File: config.mk
export PLATFORM = sky130hd
export DESIGN_NAME = wde_ram
export DESIGN_NICKNAME = d
export VERILOG_FILES = /design/src/hw/rtl/wde_ram.sv
export SDC_FILE = /design/constraint.sdc
export NUM_CORES = 1
export LEC_CHECK = 0
export BUFFER_PORTS_ARGS = -buffer_cell sky130_fd_sc_hd__buf_2
export CAP_MARGIN = 20
export CORE_MARGIN = 4
export CORE_UTILIZATION = 25
export CTS_BUF_LIST = sky130_fd_sc_hd__clkbuf_16
export DETAILED_ROUTE_END_ITERATION = 7
export MAX_ROUTING_LAYER = met4
export PLACE_DENSITY = 0.4
export REMOVE_ABC_BUFFERS = 1
export SKIP_LAST_GASP = 1
export SLEW_MARGIN = 20
export SYNTH_ARGS = -nofsm -noshare
export SYNTH_HDL_FRONTEND = slang
export SYNTH_SLANG_ARGS = --single-unit
File: constraint.sdc
create_clock -name clk -period 4.01 [get_ports clk]
set_clock_uncertainty 0.2 [all_clocks]
set_input_delay 0.2005 -clock clk [delete_from_list [all_inputs] [get_ports clk]]
set_output_delay 0.2005 -clock clk [all_outputs]
set_load 0.02 [all_outputs]
File: src/hw/rtl/wde_ram.sv
module wde_ram #(
	parameter int WIDTH = 8,
	parameter int DEPTH = 16,
	localparam int AW = (DEPTH > 1) ? $clog2(DEPTH) : 1
) (
	input  logic             clk,
	input  logic             we,
	input  logic [AW-1:0]    waddr,
	input  logic [WIDTH-1:0] wdata,
	input  logic [AW-1:0]    raddr,
	output logic [WIDTH-1:0] rdata
);

	logic [WIDTH-1:0] mem [DEPTH];

	always_ff @(posedge clk) begin
		if (we) begin
			mem[waddr] <= wdata;
		end
		rdata <= mem[raddr];
	end

endmodule

==> impl_metrics.yaml <==
timing:
  hold_viol: 0
  worst_slew_pin_slew_ps: 1100
  grt_setup_unrepaired: "false"
  post-route-period-util_pct: 49.0
  max_freq_ghz: 0.509
  slew_violations: 0
  finalSetupViolCount: 0
  period_minus_slack_ps: 1970
  slew_headroom_pct: 26.7
  setup_slack_ps: 2040
  final.setup.tns_ps: 0
detailed_routing:
  drcViolationCount: 0
  wl_per_cell_um: 19.3
  drtIter0Drc: 141
  viasPerCell: 4.23
  ant_nets: 0
  via_count: 2366
  wl_um: 10800
  dr.pass1.iters: 4
critical_path:
  cp-start-kind: "input pin"
  critical_path_class: "in2reg"
  crit_path_end_kind: "flip-flop"
  cp.arrival_ps: 2060
  path_cells: "buf_2 > buf_4 > mux4_1 > a22oi_1 > nand2_1"
  crit_path_top_delay_cell: "buf_2"
  crit_buf_inv: 2
  max_stage_delay_ps: 650
  startpoint: "raddr[0]"
  r2r_start: "mem[1][1]"
  cp_max_fo: 25
  rrSetupSlack_ps: 2410
  required_ps: 4100
  critPathTopFamily: "buffers and inverters"
hold_path:
  hold_path_class: "in2reg"
  hp-start: "waddr[1]"
logic_synthesis:
  synth_cell_types: 19
  synth_area_sq_mm: 0.00515
  seq_area_frac_synth_pct: 77.8
  synth_cells: 229
  synth_area_per_cell_sq_um: 22.5
  ys_warn_count: 0
  ys_ff_latch: 136
global_route:
  antenna_found_initial: 0
  grt_use_total_pct: 10.6
  grt_pass1_wl_um: 16500
  grt-ovfl-total: 0
  grt_max_degree: 33
  grt_pass1_vias: 2596
clock_tree:
  worstSkewPairLatency_ps: 410
  cts_buffer_depth: 2
  postCtsHoldBufs: 8
  htree_levels: 4
  cts_resized: 0
  cts_root_buf: "clkbuf_16"
  numCtsBuffers: 17
  cts_tree: "yes"
  post_cts_buffers: 0
  numClockSinks: 136
  clkTransAtPathRegs_ps: 60
floorplan:
  die_area_sq_mm: 0.0229
  start_util_pct: 25.4
  die_y_um: 151
  core-area_sq_mm: 0.0202
  die_w_um: 151
  rows: 52
  io_pins: 26
layout:
  layout.nets: 294
  utilization_pct: 30.7
  final_cell_mix: "edfxtp_1, buf_2, mux4_2"
  final_common_cell: "edfxtp_1"
  areaGrowthSynthToFinish_pct: 20.6
  drive_above_1_share_pct: 25.6
  antenna_cells: 0
placement:
  io_buffer_count: 25
  gp_congestion: 0.661
  dp_slack_ps: 1540
  dpl.hpwl_um: 6850
power_and_ir_drop:
  p_per_area_mw_per_mm2: 525
  totalPowerFinal_w: 0.00326
  peakVddDrop_mv: 0.263
  p_leak_nw: 2.04
run:
  max_cap_viol_count: 0
run_status:
  status: "completed"
## power by group
group / internal, W / switching [W]
Combinational: 0.0000631 / 0.0000946
Clock: 0.000955 / 0.000547
Sequential: 0.00159 / 0.00000810
Total: 0.00261 / 0.000649
## cells by family after synthesis
family,after synthesis,synth area share (%)
DFF,136,77.8
muxes,32,15.0
buffers and inverters,10,1.68
and+or+nand+nor,35,3.18
AOI/OAI and AO/OA,16,2.33
## state kept, by name, summed over array words and instances, names as in the netlist
name and cells:
mem 128, rdata 8
## path summary, 6_finish.rpt
kind / endpoint / depth (start not counted)
worst min-delay path: mem[0][1] / 3
worst max-delay path: rdata[2] / 5
worst min register to register: rdata[6] / 3
worst max register to register: rdata[1] / 3
## area by class of cell
type | instances | area (sq um)
clock inverters | 15 | 141
well taps | 270 | 338
multi-input cells | 83 | 1060
flip-flops and latches | 136 | 4000
repair buffers | 38 | 243
clock buffers | 17 | 425
fillers | 1950 | 14000
## per-layer routing
layer  wire length, um  track usage, %  vias up
met5                 0               -        -
met3               348            3.42        9
met2              5340            16.3       48
met1              5020            13.4     1244
met4               102            3.37        0
li1                  -               -     1065
## synth_stat cells, drive strengths merged
cell type | number | area (sq um)
nor3 | 4 | 20.0
dfxtp | 8 | 160
a22oi | 16 | 120
mux4 | 32 | 773
buf | 7 | 56.3
and2b | 1 | 7.51
nand2 | 9 | 33.8
clkdlybuf4s25 | 3 | 30.0
nand3 | 1 | 5.00
nand3b | 2 | 15.0
nor2 | 13 | 48.8
nor2b | 1 | 6.26
or3b | 1 | 8.76
nand2b | 2 | 12.5
and2 | 1 | 6.26
edfxtp | 128 | 3840
## worst reg2reg max path: cells and delay by family, from the launching register on
kind,cells,cell delay (ps)
AND/OR/NAND/NOR,1,110
multiplexers,1,500
flip-flops,1,350
AO/OA/AOI/OAI,1,320
## per-stage QoR
stage	std cells	hold slack, ps	instance area, sq um
after floorplan	219	99.4	5060
after global placement	519	390	5560
after detailed placement	519	395	5560
after CTS	559	144	6210
after global routing	559	153	6210
final	559	166	6210
No activity file was read; power rests on OpenSTA's default activity.
